[config.mk]
export PLATFORM = sky130hd
export DESIGN_NAME = multi_axis_stepper_homing_core
export DESIGN_NICKNAME = d
export VERILOG_FILES = /design/src/rtl/mash_pkg.sv /design/src/rtl/multi_axis_stepper_homing_core.sv
export SDC_FILE = /design/constraint.sdc
export NUM_CORES = 1
export LEC_CHECK = 0
export BUFFER_PORTS_ARGS = -buffer_cell sky130_fd_sc_hd__buf_2
export CORE_ASPECT_RATIO = 0.75
export CORE_MARGIN = 2
export CORE_UTILIZATION = 26
export CTS_BUF_LIST = sky130_fd_sc_hd__clkbuf_4 sky130_fd_sc_hd__clkbuf_8
export DETAILED_ROUTE_END_ITERATION = 12
export SYNTH_ARGS = -nofsm -noshare
export SYNTH_HDL_FRONTEND = slang
export SYNTH_SLANG_ARGS = --single-unit
[constraint.sdc]
create_clock -name clock -period 7 [get_ports clock]
set_clock_uncertainty 0.15 [all_clocks]
set_input_delay 0.7 -clock clock [delete_from_list [all_inputs] [get_ports clock]]
set_output_delay 0.7 -clock clock [all_outputs]
set_load 0.01 [all_outputs]
[src/rtl/mash_pkg.sv]
// Package for the multi-axis stepper homing core: widths, command and register codes,
// reset values, the saturation helper and the field helper. Depends on nothing; every RTL file imports it.
`default_nettype none

package mash_pkg;

   // Width of the position and target counters (valid range 16 to 32).
   localparam int POSITION_BITS = 18;

   localparam int NUM_AXES    = 5;   // stepper axes
   localparam int NUM_TARGETS = 6;   // stepper axes plus the servo channel
   localparam int SERVO_AXIS  = 5;

   localparam int CMD_BITS   = 2;
   localparam int AXIS_BITS  = 3;
   localparam int FIELD_BITS = 18;   // width of value, registers and servo_angle
   localparam int CSR_IDX_BITS = 3;

   localparam int REQ_DATA_BITS = 24;
   localparam int RSP_DATA_BITS = 40;

   // Wide enough to hold any position width and the 18-bit fields with a sign bit.
   localparam int EXT_BITS = 33;

   typedef logic signed [POSITION_BITS-1:0] position_type;
   typedef logic signed [FIELD_BITS-1:0]    field_type;
   typedef logic signed [EXT_BITS-1:0]      ext_type;

   typedef enum logic [CMD_BITS-1:0] {
      CMD_TICK   = 2'd0,
      CMD_SET    = 2'd1,
      CMD_HOME   = 2'd2,
      CMD_LIMIT  = 2'd3
   } cmd_type;

   typedef enum logic [CSR_IDX_BITS-1:0] {
      REG_HOME_AXIS0 = 3'd0,
      REG_HOME_AXIS1 = 3'd1,
      REG_HOME_AXIS2 = 3'd2,
      REG_HOME_AXIS3 = 3'd3,
      REG_HOME_AXIS4 = 3'd4,
      REG_SEEK_TARGET = 3'd5
   } csr_index_type;

   localparam ext_type POS_MAX = (ext_type'(1) <<< (POSITION_BITS - 1)) - ext_type'(1);
   localparam ext_type POS_MIN = -POS_MAX - ext_type'(1);

   localparam field_type HOME0_RESET = 18'sd0;
   localparam field_type HOME1_RESET = 18'sd10;
   localparam field_type HOME2_RESET = 18'sd0;
   localparam field_type HOME3_RESET = 18'sd300;
   localparam field_type HOME4_RESET = 18'sd1600;
   localparam field_type SEEK_RESET  = -18'sd90000;

   // Saturates an 18-bit field value into the position range.
   function automatic position_type clamp_pos(input field_type v);
      ext_type x;
      ext_type r;
      x = ext_type'(v);
      if (x > POS_MAX) begin
         r = POS_MAX;
      end else if (x < POS_MIN) begin
         r = POS_MIN;
      end else begin
         r = x;
      end
      return r[POSITION_BITS-1:0];
   endfunction

   // Low 18 bits of a position value, as sent on the servo field.
   function automatic field_type to_field(input position_type p);
      ext_type x;
      x = ext_type'(p);
      return x[FIELD_BITS-1:0];
   endfunction

   // One result item, first field in the highest bits.
   typedef struct packed {
      logic [4:0] moving_mask;
      logic [4:0] calibrated_mask;
      field_type  servo_angle;
      logic [4:0] dir_mask;
      logic [1:0] m5_pulses;
      logic       m4_pulses;
      logic [1:0] m3_pulses;
      logic       m2_pulses;
      logic       m1_pulses;
   } rsp_type;

endpackage

`default_nettype wire

[src/rtl/multi_axis_stepper_homing_core.sv]
// Top level of the five-axis stepper position tracker with limit-switch homing.
// Uses mash_pkg for widths, command codes, register codes and clamping helpers.
//
//   Channel  Direction  Handshake             Payload
//   req      in         req_tvalid/tready     req_tdata: cmd, axis, value
//   rsp      out        rsp_tvalid/tready     rsp_tdata: pulses, masks, servo angle
//   csr      in         csr_we                csr_index, csr_wdata (no read-back)
//
// Each transfer on req is latched into an input register and worked off by the
// compare-and-step logic, which updates the axis state and loads the result
// register at the same edge. One item per cycle is sustained while rsp is ready; the
// result passes from the input register through the result register to rsp and
// transfers when rsp_tready is high. A stalled rsp holds its result while one further
// item waits in the input register, after which req_tready drops.
// Reset is synchronous and active high; it restores the register reset values and
// the axis state (targets and positions zero, all axes calibrated, pins low).
`default_nettype none

module multi_axis_stepper_homing_core (
   input  wire logic                                   clock,
   input  wire logic                                   reset,
   // Input stream.
   input  wire logic                                   req_tvalid,
   output logic                                        req_tready,
   // From bit 0: cmd[1:0], axis[4:2], value[22:5], zero pad[23].
   input  wire logic [mash_pkg::REQ_DATA_BITS-1:0]     req_tdata,
   // Result stream.
   output logic                                        rsp_tvalid,
   input  wire logic                                   rsp_tready,
   // From bit 0: m1_pulses[0], m2_pulses[1], m3_pulses[3:2], m4_pulses[4],
   // m5_pulses[6:5], dir_mask[11:7], servo_angle[29:12], calibrated_mask[34:30],
   // moving_mask[39:35].
   output logic [mash_pkg::RSP_DATA_BITS-1:0]          rsp_tdata,
   // Register write port.
   input  wire logic                                   csr_we,
   input  wire logic [mash_pkg::CSR_IDX_BITS-1:0]      csr_index,
   input  wire logic [mash_pkg::FIELD_BITS-1:0]        csr_wdata
);
   import mash_pkg::*;

   // Configuration registers, held already clamped to the position range.
   position_type home_ff [NUM_AXES];
   position_type seek_ff;

   // Axis state.
   position_type target_ff   [NUM_TARGETS];
   position_type position_ff [NUM_AXES];
   logic [NUM_AXES-1:0] cal_ff;
   logic [NUM_AXES-1:0] dir_ff;

   position_type target_in   [NUM_TARGETS];
   position_type position_in [NUM_AXES];
   logic [NUM_AXES-1:0] cal_in;
   logic [NUM_AXES-1:0] dir_in;

   // Input register.
   logic                 s1_valid_ff;
   cmd_type              s1_cmd_ff;
   logic [AXIS_BITS-1:0] s1_axis_ff;
   field_type            s1_value_ff;

   // Result register.
   logic    out_valid_ff;
   rsp_type out_ff;
   rsp_type out_in;

   logic out_free;
   logic advance;
   logic req_xfer;
   logic [NUM_AXES-1:0] moving;
   logic [NUM_AXES-1:0] up_dir;

   // The result register frees up when it is empty or its transfer completes; the
   // input register then drains into it, so a new item can enter every cycle while rsp is ready.
   assign out_free   = !out_valid_ff || rsp_tready;
   assign advance    = s1_valid_ff && out_free;
   assign req_tready = !s1_valid_ff || out_free;
   assign req_xfer   = req_tvalid && req_tready;

   assign rsp_tvalid = out_valid_ff;
   assign rsp_tdata  = out_ff;

   always_ff @(posedge clock) begin
      if (reset) begin
         s1_valid_ff <= 1'b0;
      end else if (req_tready) begin
         s1_valid_ff <= req_tvalid;
      end
      if (req_xfer) begin
         s1_cmd_ff   <= cmd_type'(req_tdata[1:0]);
         s1_axis_ff  <= req_tdata[4:2];
         s1_value_ff <= req_tdata[22:5];
      end
   end

   // Configuration writes land directly; the user must make them only while the core is idle (unchecked).
   always_ff @(posedge clock) begin
      if (reset) begin
         home_ff[0] <= clamp_pos(HOME0_RESET);
         home_ff[1] <= clamp_pos(HOME1_RESET);
         home_ff[2] <= clamp_pos(HOME2_RESET);
         home_ff[3] <= clamp_pos(HOME3_RESET);
         home_ff[4] <= clamp_pos(HOME4_RESET);
         seek_ff    <= clamp_pos(SEEK_RESET);
      end else if (csr_we) begin
         unique case (csr_index)
            REG_HOME_AXIS0:  home_ff[0] <= clamp_pos(csr_wdata);
            REG_HOME_AXIS1:  home_ff[1] <= clamp_pos(csr_wdata);
            REG_HOME_AXIS2:  home_ff[2] <= clamp_pos(csr_wdata);
            REG_HOME_AXIS3:  home_ff[3] <= clamp_pos(csr_wdata);
            REG_HOME_AXIS4:  home_ff[4] <= clamp_pos(csr_wdata);
            REG_SEEK_TARGET: seek_ff    <= clamp_pos(csr_wdata);
            default: ;   // indexes past the register list are dropped
         endcase
      end
   end

   // One pass of command logic. On a tick every axis compares and steps in parallel; the
   // coupled motors only add a little pulse and direction logic after that.
   always_comb begin
      for (int i = 0; i < NUM_TARGETS; i++) begin
         target_in[i] = target_ff[i];
      end
      for (int i = 0; i < NUM_AXES; i++) begin
         position_in[i] = position_ff[i];
      end
      cal_in = cal_ff;
      dir_in = dir_ff;
      moving = '0;
      up_dir = '0;
      out_in = '0;

      unique case (s1_cmd_ff)
         CMD_TICK: begin
            for (int i = 0; i < NUM_AXES; i++) begin
               moving[i] = (target_ff[i] != position_ff[i]);
               up_dir[i] = (target_ff[i] > position_ff[i]);
               if (moving[i]) begin
                  position_in[i] = up_dir[i] ? position_ff[i] + position_type'(1)
                                             : position_ff[i] - position_type'(1);
                  dir_in[i] = up_dir[i];
               end
            end
            // Axis 2 also drives motor 5, but axis 4 has the last word on its pin.
            if (moving[2] && !moving[4]) begin
               dir_in[4] = up_dir[2];
            end
            out_in.servo_angle = to_field(target_ff[SERVO_AXIS]);
         end
         CMD_SET: begin
            if (s1_axis_ff < AXIS_BITS'(NUM_TARGETS)) begin
               target_in[s1_axis_ff] = clamp_pos(s1_value_ff);
            end
         end
         CMD_HOME: begin
            if (s1_axis_ff < AXIS_BITS'(NUM_AXES)) begin
               cal_in[s1_axis_ff]    = 1'b0;
               target_in[s1_axis_ff] = seek_ff;
            end
         end
         CMD_LIMIT: begin
            // A switch hit only counts while the axis is seeking home.
            if (s1_axis_ff < AXIS_BITS'(NUM_AXES) && !cal_ff[s1_axis_ff]) begin
               position_in[s1_axis_ff] = home_ff[s1_axis_ff];
               target_in[s1_axis_ff]   = home_ff[s1_axis_ff];
               cal_in[s1_axis_ff]      = 1'b1;
            end
         end
         default: ;
      endcase

      // Axis 2 gives motor 3 two pulses and motor 5 one; axis 4 gives motor 5 two.
      out_in.m1_pulses       = moving[0];
      out_in.m2_pulses       = moving[1];
      out_in.m3_pulses       = {moving[2], 1'b0};
      out_in.m4_pulses       = moving[3];
      out_in.m5_pulses       = {moving[4], moving[2]};
      out_in.dir_mask        = dir_in;
      out_in.calibrated_mask = cal_in;
      out_in.moving_mask     = moving;
   end

   always_ff @(posedge clock) begin
      if (reset) begin
         for (int i = 0; i < NUM_TARGETS; i++) begin
            target_ff[i] <= '0;
         end
         for (int i = 0; i < NUM_AXES; i++) begin
            position_ff[i] <= '0;
         end
         cal_ff <= '1;
         dir_ff <= '0;
      end else if (advance) begin
         for (int i = 0; i < NUM_TARGETS; i++) begin
            target_ff[i] <= target_in[i];
         end
         for (int i = 0; i < NUM_AXES; i++) begin
            position_ff[i] <= position_in[i];
         end
         cal_ff <= cal_in;
         dir_ff <= dir_in;
      end
   end

   always_ff @(posedge clock) begin
      if (reset) begin
         out_valid_ff <= 1'b0;
      end else if (out_free) begin
         out_valid_ff <= s1_valid_ff;
      end
      if (advance) begin
         out_ff <= out_in;
      end
   end

endmodule

`default_nettype wire

==> flow_results.org, run 1 <==
** Power and ir drop
- Of the total power, registers draw 39.1%.
- Pwr dens :: 276 nW/um2
- Cell internal power was estimated by the tool at 0.00464 W.
- Leak Pwr :: 9.84 nW
- The clock network is responsible for 28.6% of the overall power.
- The design draws 0.00714 W.
- Net Sw Power :: 0.00250 W
- Peak supply drop :: 0.133 mV
- Part of the total power dissipated in combinational logic :: 32.4%
- In this run switching power makes up 35.0% of total power.

** Global routing
- Vias in the first global route :: 16347
- Global-route wire length before repair :: 103000 um
- Global routing used 3.19% of the available met3 tracks.
- Global routing consumed, on the met1 layer, 20.7% of the routing resources.
- Global routing consumed, on the met2 layer, 23.3% of the routing resources.
- Maximum number of pins on one net before global-route repair :: 62
- Global routing used 15.1% of the available tracks across all layers.
- The total overflow left after global routing is 0.
- The layer flagged by global routing as most heavily used is met2.
- Initial antenna violation count :: 7

** Timing
- Headroom to the max-slew limit came out at 19.7%.
- After routing, the total negative slack on setup checks comes to 0 ps.
- Setup repair after global routing missed its margin :: false
- Fin. Hold Viols :: 0
- The routed design could run at a clock period as short as 5300 ps.
- The max-slew violation count was 0.
- After layout, the worst path uses 75.7% of the clock period.
- For this run, the top clock speed supported by timing is 0.189 GHz.
- At the pin with the least slew margin, the transition time is 1200 ps.
- Setup Viol. Count Final :: 0

** Logic synthesis
- After synthesis, the largest area contributor takes up 45.5% of total cell area.
- Each instance of the synthesized netlist takes up on average 10.4 um2.
- edfxtp_1 is the most common cell in the netlist.
- Synthesis inferred 377 register bits.
- The commonest cells after synthesis are 344 x edfxtp_1, 283 x nor2_1, 178 x nand2_1.
- edfxtp_1 takes more of the synthesized area than any other cell.
- Most area-consuming cells after synthesis :: edfxtp_1 45%, ha_1 9.6%, a211oi_1 5.0%, nor2_1 4.7%, a21oi_1 3.2%
- Warnings, synthesis :: 0
- Number of instances in the synthesized netlist :: 2183
- Among all flip-flop cells after synthesis, the most frequent one is edfxtp_1.
- Ys async rst share :: 0%
- Number of unique standard cell types used by synthesis :: 87
- Post-synthesis instance area :: 22700 um2
- Yosys mapped a number of flops with a built-in enable equal to 344.
- Sequential elements use 48.4% of the synthesized area.
- The number of nets in the synthesized netlist is 2412.

** Clocking
- CTS tree :: built
- Sink Count :: 377
- Max Buffers Root-to-Sink :: 3
- CTS placed an instance of clkbuf_8 at the clock tree root.
- Latest clock arrival within the worst-skew pair :: 670 ps
- After clock tree synthesis, the repair step resized 0 gates.
- Number of setup buffers added after CTS :: 0
- TritonCTS created 71 clock buffers.
- In this run the number of H-tree levels came out at 3.
- Post-CTS Hold Fix Bufs :: 0
- Clock transition at the register clock pins on the worst setup and hold paths after CTS :: 60 ps

** Route
- In this run the remaining antenna-violating nets after routing total 0.
- After detailed routing, the number of remaining DRC violations is 0.
- Detailed-routing iteration count for the pre-antenna-repair pass :: 8
- Final routed wirelength across all metal layers :: 68500 um
- For this block, the via count after detailed routing is 17415.
- After detailed routing, the number of vias per cell comes to 5.01.
- Iter 0 DRT Violations :: 1506
- Wirelength per Cell :: 19.7 um

** Layout
- Relative to the synthesized area, the layout overhead comes to 14.0%.
- In the final layout, flip-flops and latches occupy 11000 um2.
- After routing the design area is 25900 um2.
- # nets final :: 2514
- Fraction of layout cells with a size suffix above 1 :: 14.6%
- The multi-input combinational cells in the finished layout cover a total of 10800 um2.
- Fill cells in the final layout number 8795.

** Critical path
- Critical Setup Path Class :: flop to flop
- The worst setup path is captured at a flop.
- Type of element launching the critical path :: flop
- In this run the worst path has a maximum fanout of 16.
- Data arrives at the worst endpoint at 5560 ps.
- STA puts the critical path data required time at 7260 ps.

** Placed design
- Cell Area, Placed :: 24600 um2
- Routability-driven placement finished with a final weighted congestion of 0.848.
- Once detailed placement completed, the half-perimeter wirelength came to 45700 um.
- Quantity of I/O buffers inserted on ports :: 89

** Floorplan
- Die outline height :: 260 um
- The floorplan step set the die width to 345 um.
- For this configuration, the core starts out at a cell density of 26.3%.
- Number of ports placed on the die boundary :: 92
- The die covers 89800 um2.
- # rows :: 93
- The core region is 86200 um2.

** Status
- The flow ran to the end, and the final reports show no timing, DRC or antenna violations.

** Job
- The tool flagged a number of max-cap violations equal to 0.

** Worst hold path
- Hold/Removal Path Class :: primary input to flop
routing by layer:
layer  up-vias  share of wire [%]  routed length, um
met4         4                2.9               1980
met1      8347                 46              31300
met2       621                 44              30100
met5         -              0.045                 31
li1       8343                  -                  -
met3       100                7.4               5070
final timing paths:
check | from | endpoint | slack [ps] | cells past startpoint
hold reg to reg | dir_ff[1]$_SDFFE_PP0P_ | dir_ff[1]$_SDFFE_PP0P_ | 310 | 2
setup reg to reg | position_ff[0][77]$_SDFFCE_PN0P_ | position_ff[0][87]$_SDFFCE_PN0P_ | 1700 | 17
hold / removal | req_tdata[18] | s1_value_ff[13]$_DFFE_PP_ | 70 | 1
setup / recovery | position_ff[0][77]$_SDFFCE_PN0P_ | position_ff[0][87]$_SDFFCE_PN0P_ | 1700 | 17
critical path, stage by stage (launching register included):
cell and delay (ps):
edfxtp_1 380, inv_1 60, ha_1 320, and4_1 250
and4_1 230, a221oi_1 270, o211ai_1 170, mux2i_2 400
inv_1 440, ha_1 470, o21ai_0 290, o21ai_1 150
a2111oi_0 440, nor3_1 230, a211o_1 340, a21oi_1 190
xor2_1 180, o22ai_1 90
power groups by stage:
stage	Sequential (W)	Combinational, W	Clock, W
2_1_floorplan	0.00280	0.00168	0
3_3_place_gp	0.00283	0.00225	0
3_5_place_dp	0.00283	0.00228	0
4_1_cts	0.00279	0.00229	0.00208
5_1_grt	0.00281	0.00258	0.00217
6_report	0.00279	0.00231	0.00204
cell type report:
type / instances / area share, %
diodes: 3 / 0.0290
clock buffers: 89 / 4.39
clock inverters: 31 / 0.556
inverters: 134 / 1.94
multi-input cells: 1558 / 41.8
flip-flops and latches: 377 / 42.4
well taps: 1140 / 5.51
repair buffers: 143 / 3.29
state kept, by name, indices dropped and copies added (netlist names), named ones only:
| register | count |
|---|---|
| rsp_tdata | 33 |
| s1_value_ff | 18 |
| rsp_tvalid | 1 |
| seek_ff | 18 |
| cal_ff | 5 |
| target_ff | 108 |
| home_ff | 90 |
| s1_axis_ff | 3 |
| position_ff | 90 |
| s1_valid_ff | 1 |
| s1_cmd_ff | 2 |
| dir_ff | 5 |
cell usage in the layout, fill, tap and decap left out, types with 15 or more instances in the layout:
master,instances
edfxtp_1,344
o21a_1,21
o22ai_1,21
nor3_1,27
buf_2,89
xnor2_1,38
dfxtp_1,33
nand2_1,178
a21o_1,30
and2_1,41
o21ai_0,82
ha_1,173
nand3_1,26
o21ai_1,15
inv_1,131
buf_4,54
clkbuf_8,75
clkinv_1,18
nor2_1,281
nand4_1,21
a21oi_1,141
nand2b_1,22
xor2_1,20
a211oi_1,152
o211ai_1,30
mux4_2,19
cell families (layout without fill, tap and decap cells):
kind of cell / Yosys count / in the layout / share of synthesized area (%)
DFF: 377 / 377 / 48.4
muxes: 44 / 44 / 3.20
xor gates and xnor gates: 60 / 60 / 2.43
AOI/OAI and AO/OA: 592 / 592 / 17.8
buffers and inverters: 248 / 397 / 4.45
adders and majority gates: 179 / 179 / 10.0
and+or+nand+nor: 682 / 682 / 13.7
other: 1 / 4 / 0.0165
per-stage QoR:
| step | hold WS (ps) | utilization (%) | instances | setup WS, ps |
|---|---|---|---|---|
| after floorplan | 284 | - | 2183 | 562 |
| after global placement | 289 | 28.5 | 3352 | 1860 |
| after detailed placement | 301 | 28.5 | 3352 | 1810 |
| after CTS | 21.1 | 30.0 | 3472 | 1800 |
| after global routing | 36.6 | 30.0 | 3473 | 1380 |
| final | 70.6 | 30.0 | 3475 | 1700 |
No activity file was read; power rests on OpenSTA's default activity.
==> inputs of run 2 (changes only) <==
ABC_AREA = 1   (was unset)
clock period = 5.4 ns   (was 7 ns; I/O delays follow)
==> run 2 against run 1 <==
Worst setup slack got worse by 780 ps. Global-route usage rose by 2.4 points. Sequential power rose by 29%. Largest cell class is now multi-input combinational cells.
==> flow_results.org, run 2 <==
** Clocking
- TritonCTS built the clock tree.
- Library cell used as clock root buffer :: clkbuf_8
- The longest clock path from root to sink contains 3 buffers.
- CTS built an H-tree with a depth of 2.
- Number of buffers created by CTS :: 61
- The number of gates resized after CTS was 0.
- Latest clock arrival within the worst-skew pair :: 740 ps
- Once the clock tree was built, the setup fixing pass inserted 0 buffers.
- For this design, the sink count on the clock tree is 377.
- Post-CTS Hold Fix Bufs :: 42
- Clock transition at the register clock pins on the worst setup and hold paths after CTS :: 70 ps

** Logic synthesis
- Mean Syn Cell Area :: 7.71 um2
- After synthesis, the cell types taking the most area are edfxtp_1 39%, nand2_1 13%, o21ai_0 9.5%, ha_1 8.3%, inv_1 5.5%.
- The synthesized design contains 344 enable-type register cells.
- Number of instances in the synthesized netlist :: 3405
- Sequential elements use 41.8% of the synthesized area.
- Number of unique standard cell types used by synthesis :: 49
- In this run, synthesis produced a sequential element count of 377.
- Cell type with the largest total area after synthesis :: edfxtp_1
- Dominant register cell in the synthesized netlist :: edfxtp_1
- After synthesis, the share of flip-flops with an asynchronous set or reset is 0%.
- Post-synthesis instance area :: 26300 um2
- Yosys top cell area share :: 39.3%
- Most instantiated library cell after synthesis :: nand2_1
- In the synthesized netlist, the cells that appear most often are 879 x nand2_1, 500 x o21ai_0, 387 x inv_1.
- Total nets after synthesis :: 3634
- Yosys printed 0 warnings.

** Timing
- The max-slew violation count was 0.
- The total count of hold-check failures in the final report is 0.
- Setup Viol. Count Final :: 0
- Final Cycle Share :: 83.1%
- Based on the critical path, the design can be clocked at up to 0.223 GHz.
- Final critical delay including setup and external delays :: 4490 ps
- Final total negative setup slack :: 0 ps
- Setup slack after layout :: 914 ps
- The worst pin sits at a relative slew slack of 13.8%.
- Setup repair after global routing left no endpoint under its margin.
- For the pin with the worst max-slew slack, the measured transition is 1290 ps.

** Placed design
- Cell count after placement :: 4689
- Routability-driven placement finished with a final weighted congestion of 0.905.
- In this run the tool buffered the top-level ports with 89 buffer cells.
- DP HPWL :: 59500 um
- Worst setup slack before clock tree synthesis :: 883 ps

** Layout
- # nets final :: 3697
- Relative to the synthesized area, the layout overhead comes to 13.6%.
- Final std cells w/o fill :: 4848
- Leaving out fill and tap cells, the most frequent cell in the layout is nand2_1.
- The largest registers in the layout are target_ff x108, home_ff x90, position_ff x90.
- Largest Register :: target_ff
- Sequential cell area :: 11000 um2
- Once layout is complete, the utilization of the core stands at 29.9%.
- FILL cells :: 10530
- The register with the most flip-flops in the layout has 108 of them.
- In the layout the commonest cells are 878 x nand2_1, 497 x o21ai_0, 386 x inv_1.
- Fraction of layout cells with a size suffix above 1 :: 8.30%
- In the final layout, the multi-input gates occupy 13100 um2.

** Route
- The routed design has 92900 um of wire.
- Wirelength per Cell :: 19.2 um
- After detailed routing, the number of remaining DRC violations is 0.
- For this run, the detailed router's first-pass iteration total came to 8.
- After the first detailed-routing iteration, the DRC count stood at 3502.
- In this run the remaining antenna-violating nets after routing total 0.
- DR vias :: 24899
- Using the TritonRoute via totals, the vias-per-cell ratio works out to 5.14.

** Floorplan
- The total area inside the core boundary comes to 99700 um2.
- During I/O placement, the number of pins put on the boundary was 92.
- Floorplan die width :: 371 um
- For this configuration, the core starts out at a cell density of 26.3%.
- The floorplan step set the die height to 279 um.
- Area of the die :: 104000 um2
- # rows :: 100

** Power and ir drop
- Total power draw :: 0.00981 W
- Net Sw Power :: 0.00379 W
- Sequential Power Share :: 36.8%
- Switching share of power :: 38.6%
- Portion of total power attributed to the clock network :: 28.7%
- Part of the total power dissipated in combinational logic :: 34.5%
- Power spread over the standard cell area amounts to 329 nW/um2.
- The internal power of the cells totals 0.00602 W.
- For this design the static power due to leakage is 12.7 nW.
- Peak supply drop :: 0.216 mV

** Global routing
- Entering global routing, the biggest net connects 131 pins.
- Global routing finished with a remaining overflow of 0.
- The number of global-route vias before repair came to 22673.
- The first global-routing pass estimated 139000 um of wire.
- Initial antenna violation count :: 10
- Global routing used 17.5% of the available tracks across all layers.

** Critical path
- Required time at the endpoint of the critical path :: 5730 ps
- For this design, the slowest cell found on the critical path is ha_1.
- The critical path is of the flop to flop type.
- Critical Path Max Stage Delay :: 600 ps
- Type of element launching the critical path :: flop
- Traced cell by cell, the critical path runs through inv_1, ha_1, nand2_1, nor2_1, nand2_1, nor2_1, o21ai_0, nand4_1, nand3_1, ha_1, nand2_1, nor3_1, nor2_1, o21bai_1, nand4_1, nand3_1, nand2_1, o21ai_0, inv_1.
- Most frequent cell on the critical path :: nand2_1
- Data arrival time of the critical path :: 4820 ps
- Critical path endpoint category :: flop
- CP Max Fanout :: 14

** Job
- Max cap viols :: 0

** Worst hold path
- Hold/Removal Path Class :: primary input to flop

** Status
- Run status :: complete, no violations
run 2: cell count changes in the layout (fill, tap and decap cells not counted), moves of 22 or more:
cell | before | now
nor2_1 | 281 | 236
nand2b_1 | 22 | 0
a21oi_1 | 141 | 211
and2_1 | 41 | 1
o21ai_0 | 82 | 497
xnor2_1 | 38 | 10
nand3_1 | 26 | 75
a31oi_1 | 8 | 118
dlygate4sd3_1 | 0 | 42
inv_1 | 131 | 386
a211oi_1 | 152 | 5
nand2_1 | 178 | 878
o221ai_1 | 1 | 24
run 2: logic make-up after synthesis:
logic type | count (synthesis) | synth area share [%]
AND/OR/NAND/NOR | 1251 | 18.8
AO/OA/AOI/OAI | 986 | 20.8
buffers and inverters | 574 | 8.56
flip-flops | 377 | 41.8
adder cells (fa/ha/maj) | 179 | 8.67
XOR/XNOR | 24 | 0.800
multiplexers | 13 | 0.495
other | 1 | 0.0143
run 2: per-stage QoR:
stage               hold WS [ps]  area, um2
global placement             304      28100
detailed placement           310      28100
floorplan                    293      26300
global route                44.9      29800
finish                      67.6      29800
CTS                         3.18      29800
run 2: power by group through the flow:
stage / Combinational, W / Sequential (W) / Clock, W
after floorplan: 0.00237 / 0.00362 / 0
after global placement: 0.00323 / 0.00366 / 0
after detailed placement: 0.00327 / 0.00367 / 0
after CTS: 0.00331 / 0.00361 / 0.00286
after global routing: 0.00380 / 0.00363 / 0.00297
final: 0.00338 / 0.00361 / 0.00282
run 2: final cells by class:
| type | instances | area share (%) |
|---|---|---|
| inverter | 396 | 4.99 |
| clock buffer | 96 | 3.86 |
| sequential | 377 | 36.8 |
| antenna | 2 | 0.0168 |
| clock inverter | 19 | 0.608 |
| timing repair buffer | 178 | 4.17 |
| multi-input combinational | 2454 | 44.0 |
| tap | 1326 | 5.56 |
run 2: worst max-delay path: cells and delay by family, from the launching register on:
family / cells / cell delay, ps
compound gates: 3 / 730
fa+ha+maj: 2 / 940
buf+inv: 2 / 130
flops: 1 / 370
simple gates: 12 / 1920
run 2: final timing paths:
path | from | endpoint | slack [ps] | depth (start not counted)
worst max-delay path | position_ff[0][71]$_SDFFCE_PN0P_ | position_ff[0][69]$_SDFFCE_PN0P_ | 910 | 19
worst min-delay path | csr_wdata[12] | seek_ff[12]$_SDFFE_PP0P_ | 70 | 3
worst max register to register | position_ff[0][71]$_SDFFCE_PN0P_ | position_ff[0][69]$_SDFFCE_PN0P_ | 910 | 19
worst min register to register | dir_ff[3]$_SDFFE_PP0P_ | dir_ff[3]$_SDFFE_PP0P_ | 320 | 2
run 2: layer usage:
layer  wire length [um]  global-route usage [%]  part of all wire, %  vias up
li1                   -                       -                    -    11789
met1              40500                    25.4                   44    11509
met5                 42                       0                0.045        -
met2              37000                    24.4                   40     1358
met3              12000                    4.80                   13      237
met4               3400                    6.29                  3.7        6
